<file path="config.mk">
export PLATFORM = sky130hd
export DESIGN_NAME = caf_cordic
export DESIGN_NICKNAME = d
export VERILOG_FILES = /design/src/hw/rtl/caf_pkg.sv /design/src/hw/rtl/caf_cordic.sv
export SDC_FILE = /design/constraint.sdc
export NUM_CORES = 1
export LEC_CHECK = 0
export ABC_CLOCK_PERIOD_IN_PS = 5900
export BUFFER_PORTS_ARGS = -buffer_cell sky130_fd_sc_hd__buf_2
export CAP_MARGIN = 20
export CORE_AREA = 2 2 198 200
export CTS_BUF_LIST = sky130_fd_sc_hd__clkbuf_4
export CTS_CLUSTER_DIAMETER = 120
export DETAILED_ROUTE_END_ITERATION = 10
export DIE_AREA = 0 0 200 202
export PLACE_DENSITY = 0.79
export REMOVE_ABC_BUFFERS = 1
export SYNTH_ARGS = -nofsm -noshare
export SYNTH_HDL_FRONTEND = slang
export SYNTH_SLANG_ARGS = --single-unit
</file>
<file path="constraint.sdc">
create_clock -name clk -period 5.9 [get_ports clk]
set_clock_uncertainty 0.1 [all_clocks]
set_input_delay 0.885 -clock clk [delete_from_list [all_inputs] [get_ports clk]]
set_output_delay 0.885 -clock clk [all_outputs]
set_load 0.01 [all_outputs]
</file>
<file path="src/hw/rtl/caf_pkg.sv">
// Shared types, constants and the arctangent table of the attitude filter.
`timescale 1ns / 1ps

package caf_pkg;

  // CORDIC datapath widths and fixed-point formats
  localparam int XY_W      = 36;   // x/y working registers, inputs pre-scaled by 2^16
  localparam int Z_W       = 34;   // angle accumulator, Q.24 degrees
  localparam int TBL_FRAC  = 24;
  localparam int PRE_SHIFT = 16;
  localparam int TBL_IDX_W = 5;    // arctangent table holds 24 entries

  localparam logic signed [Z_W-1:0] Z_180 = 34'sd3019898880;  // 180 << 24

  // Configuration register indexes
  localparam logic [7:0] CFG_GYRO_STEP_GAIN = 8'd0;
  localparam logic [7:0] CFG_BLEND_WEIGHT   = 8'd1;

  typedef enum logic [3:0] {
    S_IDLE,
    S_ROLL,
    S_PITCH,
    S_GMUL,
    S_GADD,
    S_BMUL_G,
    S_BMUL_A,
    S_BSUM,
    S_DONE
  } caf_state_t;

  typedef enum logic [1:0] {
    AX_YAW,
    AX_ROLL,
    AX_PITCH
  } caf_axis_t;

  // One arctangent request: start pulse and the two raw operands
  typedef struct packed {
    logic               start;
    logic signed [15:0] y;
    logic signed [15:0] x;
  } caf_cordic_req_t;

  // atan(2^-i) in Q.24 degrees
  function automatic logic signed [Z_W-1:0] atan_q24(input logic [TBL_IDX_W-1:0] idx);
    logic signed [Z_W-1:0] v;
    unique case (idx)
      5'd0:  v = 34'sd754974720;
      5'd1:  v = 34'sd445687602;
      5'd2:  v = 34'sd235489088;
      5'd3:  v = 34'sd119537938;
      5'd4:  v = 34'sd60000934;
      5'd5:  v = 34'sd30029717;
      5'd6:  v = 34'sd15018523;
      5'd7:  v = 34'sd7509720;
      5'd8:  v = 34'sd3754917;
      5'd9:  v = 34'sd1877466;
      5'd10: v = 34'sd938734;
      5'd11: v = 34'sd469367;
      5'd12: v = 34'sd234684;
      5'd13: v = 34'sd117342;
      5'd14: v = 34'sd58671;
      5'd15: v = 34'sd29335;
      5'd16: v = 34'sd14668;
      5'd17: v = 34'sd7334;
      5'd18: v = 34'sd3667;
      5'd19: v = 34'sd1833;
      5'd20: v = 34'sd917;
      5'd21: v = 34'sd458;
      5'd22: v = 34'sd229;
      5'd23: v = 34'sd115;
      default: v = '0;
    endcase
    return v;
  endfunction

endpackage

</file>
<file path="src/hw/rtl/caf_cordic.sv">
// Iterative vectoring CORDIC: atan2(y, x) in degrees, one micro-rotation per cycle.
`timescale 1ns / 1ps

module caf_cordic #(
  parameter int STEPS = 16,
  parameter int AFB   = 16
) (
  input  logic                             clk,
  input  logic                             rst,
  input  caf_pkg::caf_cordic_req_t         req,
  output logic                             done,
  output logic signed [caf_pkg::Z_W-1:0]   angle
);
  import caf_pkg::*;

  localparam int CNT_W = $clog2(STEPS);
  localparam int SH    = TBL_FRAC - AFB;
  localparam logic signed [Z_W-1:0] RND = Z_W'(1) <<< (SH - 1);

  logic                    busy;
  logic [CNT_W-1:0]        iter;
  logic signed [XY_W-1:0]  x, y;
  logic signed [Z_W-1:0]   z;
  logic                    zero_in;

  logic signed [XY_W-1:0]  x_init, y_init, xs, ys;
  logic signed [Z_W-1:0]   z_init;
  logic signed [XY_W-1:0]  dx, dy, x_next, y_next;
  logic signed [Z_W-1:0]   z_next, z_rnd, step_ang;
  logic                    last;

  // Pre-rotate a left-half vector by 180 degrees, then scale up
  always_comb begin
    xs = {{(XY_W-16){req.x[15]}}, req.x};
    ys = {{(XY_W-16){req.y[15]}}, req.y};
    z_init = '0;
    if (req.x[15]) begin
      xs = -xs;
      ys = -ys;
      z_init = req.y[15] ? -Z_180 : Z_180;
    end
    x_init = xs <<< PRE_SHIFT;
    y_init = ys <<< PRE_SHIFT;
  end

  always_comb begin
    dx       = y >>> iter;
    dy       = x >>> iter;
    step_ang = atan_q24(TBL_IDX_W'(iter));
    if (!y[XY_W-1] && (y != '0)) begin
      x_next = x + dx;
      y_next = y - dy;
      z_next = z + step_ang;
    end else begin
      x_next = x - dx;
      y_next = y + dy;
      z_next = z - step_ang;
    end
    z_rnd = (z_next + RND) >>> SH;
    last  = (iter == CNT_W'(STEPS - 1));
  end

  always_ff @(posedge clk) begin
    if (rst) begin
      busy <= 1'b0;
      done <= 1'b0;
      iter <= '0;
    end else begin
      done <= busy && last && !req.start;
      if (req.start) begin
        busy <= 1'b1;
        iter <= '0;
      end else if (busy) begin
        iter <= iter + 1'b1;
        if (last) begin
          busy <= 1'b0;
        end
      end
    end
  end

  always_ff @(posedge clk) begin
    if (req.start) begin
      x       <= x_init;
      y       <= y_init;
      z       <= z_init;
      zero_in <= (req.x == '0) && (req.y == '0);
    end else if (busy) begin
      x <= x_next;
      y <= y_next;
      z <= z_next;
      if (last) begin
        angle <= zero_in ? '0 : z_rnd;
      end
    end
  end

  // A result only follows a run of iterations
  a_done_after_busy: assert property (@(posedge clk) disable iff (rst)
    done |-> $past(busy))
    else $error("cordic done without a running rotation");

  a_start_clears_iter: assert property (@(posedge clk) disable iff (rst)
    req.start |=> (busy && iter == '0))
    else $error("cordic start did not restart the iteration count");

  a_busy_drops_on_last: assert property (@(posedge clk) disable iff (rst)
    (busy && last && !req.start) |=> (!busy && done))
    else $error("cordic did not finish after the last step");

endmodule

</file>
-- Yosys cells after proc, flatten, opt, wreduce, memory -nomap -nowiden
Memories as Yosys holds them, arrays and structs flattened. A register that Yosys moved wholly into a read port is not among the register bits.
Cells that the tools add are included.
- register bits: 139
- ROM bits: 480
- word-level logic and storage cells: 55
- bits of input ports: 35
- output and inout bits: 35
- memories kept: 1
- add/subtract/negate cells: 10
- reduce and logical (&&, ||, !) cells: 12
- shift-type cells: 2
- mux-type cells: 18
- bitwise logic cells: 1
- eq/ne operators: 1
- memory list (name ; words ; width ; read ports ; clocked after Yosys merged registers in ; wr ports ; RTL line ; RTL):
    (name not given) ; 16 ; 30 ; 1 ; 1 ; 0 ; caf_pkg.sv:47 ; unique case (idx)
- operators with widths (kind ; count):
    2-to-1 mux 36 bit ; 6
    2-to-1 mux 34 bit ; 5
    adder 36 bit ; 2
    >>> shifter 36 x 4 -> 36 bit ; 2
    subtractor 36 bit ; 2
    2-to-1 mux 20 bit ; 2
    negator 16 -> 20 bit ; 2
    nonzero test 36 bit ; 1
    adder 34 bit ; 1
    adder 34 x 9 -> 34 bit, second input constant ; 1
    subtractor 34 bit ; 1
    logical NOT 16 bit ; 2
    2-to-1 mux 4 bit ; 2
    adder 4 x 1 -> 4 bit, second input constant ; 1
    equality test 4 bit, second input constant ; 1
    logical AND 1 bit ; 4
    2-to-1 mux 1 bit ; 3
    AND reduction 3 bit ; 1
    logical NOT 1 bit ; 2
    nonzero test 2 bit ; 1
    OR reduction 2 bit ; 1
    inverter 1 bit ; 1

-- Logic depth before layout (Yosys ltp)
Gate-level depths: netlist of run 1.
- depth after elaboration: 5
- depth in mapped cells: 30
- mapped depth without buffers: 25

-- Worst setup path after synthesis of run 1
OpenSTA, ideal clock, no wires.
- path type: register to register
- from: register iter[2]
- to: register y[32] (data pin)
- path buffers: 6
- setup slack: -0.280 ns
- setup time: 0.267 ns
- required time: 5.533 ns
- data arrival time: 5.813 ns
- clock period less this slack: 6.180 ns
- stages on the path, launching flop included: 27
- cells stage by stage: dfxtp_1 > buf_2 > buf_1 > clkbuf_1 > buf_1 > clkbuf_1 > buf_1 > a21oi_1 > a21oi_1 > ha_1 > o211a_1 > and3b_1 > inv_2 > nor4b_2 > and3_1 > or3b_1 > o21ai_1 > xnor2_1 > ha_1 > a21o_1 > or2_2 > a2111oi_0 > nor3b_1 > o21a_1 > nor2_1 > xor2_1 > o21ai_0
- longest elaborated chain between the ends: 5
- elaborated cells on any way between the ends: 6
- classes of those cells: 2 x add/sub; 1 x shift; 3 x mux
- ends and longest elaborated chain (what ; RTL line ; RTL):
    start: declaration ; caf_cordic.sv:21 ; logic [CNT_W-1:0] iter;
    start signal: assignment ; caf_cordic.sv:74 ; iter <= iter + 1'b1;
    >>> shifter 36 x 4 -> 36 bit * ; caf_cordic.sv:48 ; dy = x >>> iter;
    adder 36 bit / subtractor 36 bit (equally long branches) ; caf_cordic.sv:56, caf_cordic.sv:52 ;
    2-to-1 mux 36 bit * ; caf_cordic.sv:50 ; if (!y[XY_W-1] && (y != '0)) begin
    2-to-1 mux 36 bit * ; caf_cordic.sv:88 ; end else if (busy) begin
    2-to-1 mux 36 bit * ; caf_cordic.sv:83 ; if (req.start) begin
    end signal: assignment ; caf_cordic.sv:85 ; y <= y_init;
    end signal: assignment ; caf_cordic.sv:90 ; y <= y_next;
    end: declaration ; caf_cordic.sv:22 ; logic signed [XY_W-1:0] x, y;
Mark *: on every way between the ends. The rest lies on a longest branch, timed or not. The select of a mux whose other input is x is not followed.
A chain may end at the register's enable or synchronous reset.

-- Worst setup path after layout of run 1
- from: register y[30]
- to: register angle[22] in the netlist's numbering (data pin)
- longest elaborated chain between the ends: 4
- ends and longest elaborated chain (what ; RTL line ; RTL):
    nonzero test 36 bit ; caf_cordic.sv:50 ;
    logical AND 1 bit ; caf_cordic.sv:50 ;
    2-to-1 mux 34 bit ; caf_cordic.sv:50 ;
    adder 34 x 9 -> 34 bit ; caf_cordic.sv:59 ; z_rnd = (z_next + RND) >>> SH;
    end signal: assignment ; caf_cordic.sv:93 ; angle <= zero_in ? '0 : z_rnd;
    end: declaration ; caf_cordic.sv:12 ; output logic signed [caf_pkg::Z_W-1:0] angle
Every way passes these cells.

==> results.ini, run 1 <==
[run_status]
status=finished clean

[synth]
synth_ff_type=edfxtp_1
synth_edf_count=101
syn_area_per_cell_um2=8.53
synth_area_um2=18900
synth.area.top_cells=edfxtp_1 (16%), mux4_2 (8.3%), ha_1 (7.8%)
yosys_warnings=0
synth.top_cell.area_share_pct=16.1
synthArstFlopShare_pct=0
ys_seq_elements=169
yosys.area.top_type=edfxtp_1
synth_cell_type_count=95
ys_seq_area_share_pct=23.3
netlist_instances=2214

[clocking]
clkTransAtPathRegs_ns=0.18
hold_buffers=0
root_buffer=clkbuf_4
cts_tree=built
cts_buffer_depth=2
cts_num_sinks=169
insertion_delay_ns=0.68
cts-buffers-inserted=17
htreeDepth=4

[sta]
slew_violations=0
finalCritPeriodShare_pct=97.0
setup_violations=0
worst_pin_slew_ns=1.03
fmax_mhz=175
layout_min_cycle_time_ns=5.72
finalHoldViolations=0
timing.slew.headroom_pct=31.6
rsz0062_at_grt=yes

[floorplanning]
initial_core_util_pct=49.3
die-area_um2=40400
rows=72
ios=70
die_w_um=200
core-area_um2=38300
die_h_um=202

[worst_setup_path]
worstRegToRegCells=19
cp-endpoint=angle[22]
r2r_slack_ns=0.18
rr_startpoint=y[30]
start_kind=register
required_ns=6.23
cp_max_fo=6
worst_setup_path_end_kind=register
cp_data_arrival_time_ns=6.06
startpoint=y[30]
r2r-end=angle[22]
critPathKind=register to register

[placement]
hpwl_mm=40.5
gp_congestion=0.982
port_buffers=69
dp_cells=2763
place_area_um2=20000

[layout]
fin_cells=2811
stdcell_area_um2=20600
seqCellArea_um2=4410
nNetsFinal=2435
fillers=3388
area_delta_synth_final_pct=9.27
layout-drive-gt1-share_pct=16.1
multi_input_area_um2=13900

[routing]
postRouteAntennaNets=0
drtIter0Drc=1939
vias=17700
via_per_inst=6.31
drc=0
firstDrtPassIters=6
wire_per_inst_um=19.3
wl_mm=54.3

[worst_hold_path]
hp-class=input port to register
min_path_cells=2

[run]
maxCapViolations=0

[power]
ir_drop_mv=0.262
p_leak_nw=8.34
total_power_w=0.00898
pwr_density_cell_nw_per_um2=435

[global_route]
antenna_found_initial=1
grt_max_degree=77
track_usage_pct=26.8
grt_pass1_wl_mm=86.8
grt_pass1_vias=17200
grt-ovfl-total=0

## power by group
part	leakage (nW)	switching, W	internal [W]	total (W)
Combinational	6.58	0.00352	0.00277	0.00629
Sequential	1.59	0.000346	0.00154	0.00189
Clock	0.179	0.000527	0.000278	0.000805
## cell usage after synthesis, drive strengths merged, types with 54 or more instances
master    n
a21o     54
a21oi   175
clkbuf   67
dfxtp    68
edfxtp  101
ha      118
inv      67
mux2i    67
mux4     80
nand2   219
nor2    221
o21ai   156
xnor2   152
xor2     87
## routing by layer
metal	GRT usage (%)	share of wire (%)	vias up	routed length, µm
met3	4.27	6.7	196	3650
met1	33.1	40	8424	21900
met2	44.7	48	762	25900
li1	-	-	8360	-
met5	0	0	-	0
met4	14.1	5.2	0	2840
## worst min path at each step
stage / endpoint / startpoint
4_1_cts: busy / rst
2_1_floorplan: x[5] / x[5]
6_report: busy / rst
5_1_grt: busy / rst
3_3_place_gp: y[0] / y[0]
3_5_place_dp: y[0] / y[0]
## critical path: stages, from the launching register on
cell and delay [ns]:
edfxtp_1 0.52, nor4_4 0.32, nand4_1 0.15, nor2_1 0.21, buf_4 0.15, a41oi_4 0.19
nor2_1 0.19, xor2_1 0.23, ha_1 0.27, o211ai_1 0.12, o211ai_1 0.46, nand4_1 0.24
a21oi_1 0.46, xnor2_1 0.15, or2_2 0.34, nor3_1 0.36, and2_1 0.33, or4b_1 0.48
xnor2_1 0.16, nor2_1 0.06
## sequential cells by signal, indices dropped and copies added, names as in the netlist
name / cells
x: 36
y: 36
z: 34
step_ang: 30
angle: 26
iter: 4
busy: 1
done: 1
zero_in: 1
## layout make-up
cell class,count,area share (%)
flip-flops and latches,169,21.4
clock inverters,15,0.988
multi-input cells,1856,67.2
repair buffers,164,5.35
diodes,1,0.0121
inverters,71,1.29
well taps,518,3.14
clock buffers,17,0.618
## per-stage QoR
stage / setup TNS (ns) / utilization (%) / worst slack (ns) / hold slack (ns)
floorplan: -96.45 / - / -2.54 / 0.373
global placement: 0 / 52.2 / 0.0112 / 0.401
detailed placement: -0.141 / 52.2 / -0.128 / 0.409
CTS: 0 / 53.1 / 0.0379 / 0.264
global route: -0.347 / 53.9 / -0.0808 / 0.284
finish: 0 / 53.9 / 0.176 / 0.319
## placed cells by master (no fill, tap or decap), types with 13 or more instances in the layout
cell      Yosys  final
dfxtp_1      68     62
mux2i_1      67     65
nor2b_1      28     28
buf_4         9     91
a31oi_1      28     27
o21a_1       16     16
o21ai_0     148    145
nand4_1      19     19
inv_1        64     63
a21o_1       54     54
xnor2_1     152    151
o211ai_1     13     13
a211oi_1     21     21
nor3_1       34     33
nor4_1       25     21
nand2_1     219    219
o31ai_1      23     22
xor2_1       87     87
ha_1        118    117
edfxtp_1    101    101
nor2_1      221    219
clkbuf_4      0     17
nand3_1      46     45
o21bai_1     18     18
buf_2        18     69
mux4_2       70     72
a21oi_1     175    171
mux2_2       28     28
and2_1       17     16
and3_1       15     14
nand2b_1     24     24
## cell families (layout without fill, tap and decap cells)
family | count (synthesis) | in the layout | synth area share [%]
flip-flops | 169 | 169 | 23.3
buffers and inverters | 189 | 267 | 4.34
multiplexers | 175 | 175 | 15.0
XOR/XNOR | 239 | 239 | 11.1
AO/OA/AOI/OAI | 606 | 606 | 20.2
AND/OR/NAND/NOR | 715 | 715 | 18.1
other | 0 | 1 | 0
adder cells (fa/ha/maj) | 121 | 121 | 8.13
## repair_timing
action	in CTS	in global routing
endpoints found under the setup margin	4	23
hold endpoints to repair	0	0
setup buffers	0	15
pin swaps	0	9
gates resized for setup	3	47
Note: power is estimated with default switching activity, not from simulation.
==> run 2, diff against run 1 <==
--- a/config.mk
+++ b/config.mk
@@ -8,12 +8,12 @@
 export ABC_CLOCK_PERIOD_IN_PS = 5900
 export BUFFER_PORTS_ARGS = -buffer_cell sky130_fd_sc_hd__buf_2
 export CAP_MARGIN = 20
-export CORE_AREA = 2 2 198 200
+export CORE_AREA = 2 2 208 210
 export CTS_BUF_LIST = sky130_fd_sc_hd__clkbuf_4
 export CTS_CLUSTER_DIAMETER = 120
 export DETAILED_ROUTE_END_ITERATION = 10
-export DIE_AREA = 0 0 200 202
-export PLACE_DENSITY = 0.79
+export DIE_AREA = 0 0 210 212
+export PLACE_DENSITY = 0.73
 export REMOVE_ABC_BUFFERS = 1
 export SYNTH_ARGS = -nofsm -noshare
 export SYNTH_HDL_FRONTEND = slang
==> constraint.sdc (replaced) <==
create_clock -name clk -period 5.9 [get_ports clk]
set_clock_uncertainty 0.1 [all_clocks]
set_input_delay 1.18 -clock clk [delete_from_list [all_inputs] [get_ports clk]]
set_output_delay 1.18 -clock clk [all_outputs]
set_load 0.01 [all_outputs]
==> run 2 against run 1 <==
Sequential share of layout area fell by 0.20 points. Clock power barely moved. Core utilization fell by 4.9 points. Global-route usage fell by 2.7 points. Critical path type unchanged. Critical endpoint is now y[34]. Highest routed layer unchanged.
==> results.ini, run 2 (synthesis results as in run 1) <==
[power]
ir_drop_mv=0.227  ; was 0.262 mV
combPwrFrac_pct=71.0  ; was 70.0%
p_int_w=0.00462  ; was 0.00459 W
p_seq_share_pct=20.1  ; was 21.0%
p_leak_nw=8.41  ; was 8.34 nW
pwr_density_cell_nw_per_um2=434  ; was 435 nW/µm²
clkPwrFrac_pct=8.9  ; was 9.0%
swShare_pct=48.9  ; about the same
p_switching_w=0.00443  ; was 0.00439 W

[layout]
stdcell_area_um2=20800  ; was 20600 µm²
final_common_cell=nor2_1
multi_input_area_um2=13900  ; about the same
fillers=3969  ; was 3388
reg_top3=x (36), y (36), z (34)  ; unchanged
seqCellArea_um2=4410  ; about the same
nNetsFinal=2448  ; was 2435
layout-drive-gt1-share_pct=16.6  ; was 16.1%
fin_cells=2853  ; was 2811
mostFrequentLayoutCells=nor2_1 (219), nand2_1 (218), a21oi_1 (173)  ; was nor2_1 (219), nand2_1 (219), a21oi_1 (171)
area_delta_synth_final_pct=10.3  ; was 9.27%

[worst_setup_path]
path_cells=mux4_1 -> nand2_2 -> nand2_1 -> nand2_1 -> o21a_1 -> ha_1 -> o211a_1 -> and3b_2 -> inv_2 -> nor4b_4 -> and3_4 -> or3b_4 -> o21ai_2 -> xnor2_1 -> ha_1 -> a21o_1 -> or2_2 -> a2111oi_4 -> buf_4 -> o311ai_0 -> a21oi_1 -> xor2_1 -> o21ai_0  ; was nor4_4 -> nand4_1 -> nor2_1 -> buf_4 -> a41oi_4 -> nor2_1 -> xor2_1 -> ha_1 -> o211ai_1 -> o211ai_1 -> nand4_1 -> a21oi_1 -> xnor2_1 -> or2_2 -> nor3_1 -> and2_1 -> or4b_1 -> xnor2_1 -> nor2_1
critPathSlowestCell=mux4_1  ; was edfxtp_1
r2r_slack_ns=0.20  ; was 0.18 ns
critPathKind=register to register  ; unchanged
start_kind=register  ; unchanged
worst_setup_path_end_kind=register  ; unchanged
cp_data_arrival_time_ns=6.02  ; was 6.06 ns
r2r-end=y[34]  ; was angle[22]
cp_max_fo=7  ; was 6
worstRegToRegCells=23  ; was 19
rr_startpoint=iter[1]  ; was y[30]
required_ns=6.22  ; was 6.23 ns
crit_path_max_incr_delay_ns=0.61  ; was 0.52 ns

[floorplanning]
core-area_um2=42500  ; was 38300 µm²
die-area_um2=44500  ; was 40400 µm²
die_w_um=210  ; was 200 µm
die_h_um=212  ; was 202 µm
ios=70  ; unchanged
initial_core_util_pct=44.4  ; was 49.3%
rows=76  ; was 72

[sta]
worst_slack_ns=0.202  ; was 0.176 ns
slew_violations=0  ; unchanged
worst_pin_slew_ns=1.02  ; was 1.03 ns
finalHoldViolations=0  ; unchanged
layout_min_cycle_time_ns=5.70  ; was 5.72 ns
rsz0062_at_grt=yes  ; unchanged
finalCritPeriodShare_pct=96.6  ; was 97.0%
timing.slew.headroom_pct=31.8  ; was 31.6%
setup_violations=0  ; unchanged
fmax_mhz=175  ; about the same
setup_tns_ns=0  ; unchanged
holdWs_ns=0.451  ; was 0.319 ns

[clocking]
htreeDepth=4  ; unchanged
cts-buffers-inserted=17  ; unchanged
insertion_delay_ns=0.69  ; was 0.68 ns
root_buffer=clkbuf_4  ; unchanged
hold_buffers=0  ; unchanged
clkTransAtPathRegs_ns=0.19  ; was 0.18 ns
cts_num_sinks=169  ; unchanged
cts_buffer_depth=2  ; unchanged
cts_tree=built  ; unchanged

[worst_hold_path]
min_path_cells=2  ; unchanged
hp-start=x[2]  ; was rst
hp-class=register to register  ; was input port to register
hold_path_end=x[2]  ; was busy

[placement]
dp_slack_ns=-0.124  ; was -0.128 ns
hpwl_mm=40.7  ; was 40.5 mm
gp_congestion=0.930  ; was 0.982
dp_cells=2812  ; was 2763
port_buffers=69  ; unchanged
place_area_um2=20200  ; was 20000 µm²

[global_route]
grt-ovfl-total=0  ; unchanged
antenna_found_initial=1  ; unchanged
grtUsageMet1_pct=30.1  ; was 33.1%
grt_util_met3_pct=3.49  ; was 4.27%
grt_pass1_vias=16800  ; was 17200
grtUsageMet2_pct=40.8  ; was 44.7%
track_usage_pct=24.0  ; was 26.8%
grt_pass1_wl_mm=86.2  ; was 86.8 mm
grt_max_degree=77  ; unchanged
gr-max-usage-layer=met2  ; unchanged

[routing]
drc=0  ; unchanged
wl_mm=53.8  ; was 54.3 mm
postRouteAntennaNets=0  ; unchanged
firstDrtPassIters=5  ; was 6
via_per_inst=6.08  ; was 6.31
wire_per_inst_um=18.9  ; was 19.3 µm
drtIter0Drc=1302  ; was 1939
vias=17300  ; was 17700

[run_status]
status=finished clean  ; unchanged

[run]
maxCapViolations=0  ; unchanged

## run 2: routing by layer
layer	wire (µm)	share of wire [%]
met5	0	0
met4	2420	4.5
met3	2800	5.2
met2	25700	48
met1	22900	43
## run 2: worst max path at each step
| stage | end | from | slack [ns] | cells after the start |
|---|---|---|---|---|
| 6_report | y[34] | iter[1] | 0.20 | 23 |
| 5_1_grt | angle[25] | y[21] | -0.06 | 21 |
| 4_1_cts | angle[25] | y[31] | 0.03 | 21 |
| 3_5_place_dp | y[34] | iter[1] | -0.12 | 20 |
| 3_3_place_gp | y[34] | iter[0] | -0.12 | 22 |
| 2_1_floorplan | y[32] | iter[0] | -2.54 | 23 |
## run 2: layout make-up
cell class	count	area share, %
flip-flops and latches	169	21.2
clock buffers	17	0.612
diodes	2	0.0240
clock inverters	15	1.03
inverters	71	1.28
multi-input cells	1856	66.6
well taps	546	3.28
repair buffers	177	6.06
## run 2: worst max-delay path: cells and delay by family, from the launching register on
family          cells  cell delay, ns
compound gates      8            1.43
fa+ha+maj           2            0.47
flops               1            0.44
buf+inv             2            0.24
mux                 1            0.61
xor+xnor            2            0.29
simple gates        8            1.87
## run 2: per-stage QoR
| stage | utilization [%] | total power [W] |
|---|---|---|
| floorplan | - | 0.00644 |
| global placement | 47.5 | 0.00786 |
| detailed placement | 47.5 | 0.00799 |
| CTS | 48.4 | 0.00886 |
| global route | 49.0 | 0.00979 |
| finish | 49.0 | 0.00905 |
## run 2: power groups by stage
stage	Sequential, W	Clock (W)	Combinational (W)
final	0.00182	0.000805	0.00643
after global routing	0.00184	0.000869	0.00707
after CTS	0.00181	0.000831	0.00622
after detailed placement	0.00184	0	0.00615
after global placement	0.00183	0	0.00603
after floorplan	0.00174	0	0.00469
## run 2: repair_timing
item,CTS,global route
endpoints found under the setup margin,3,28
hold endpoints to repair,0,0
gates resized for setup,8,43
pin swaps,0,9
setup buffers,0,4
gates cloned,0,2
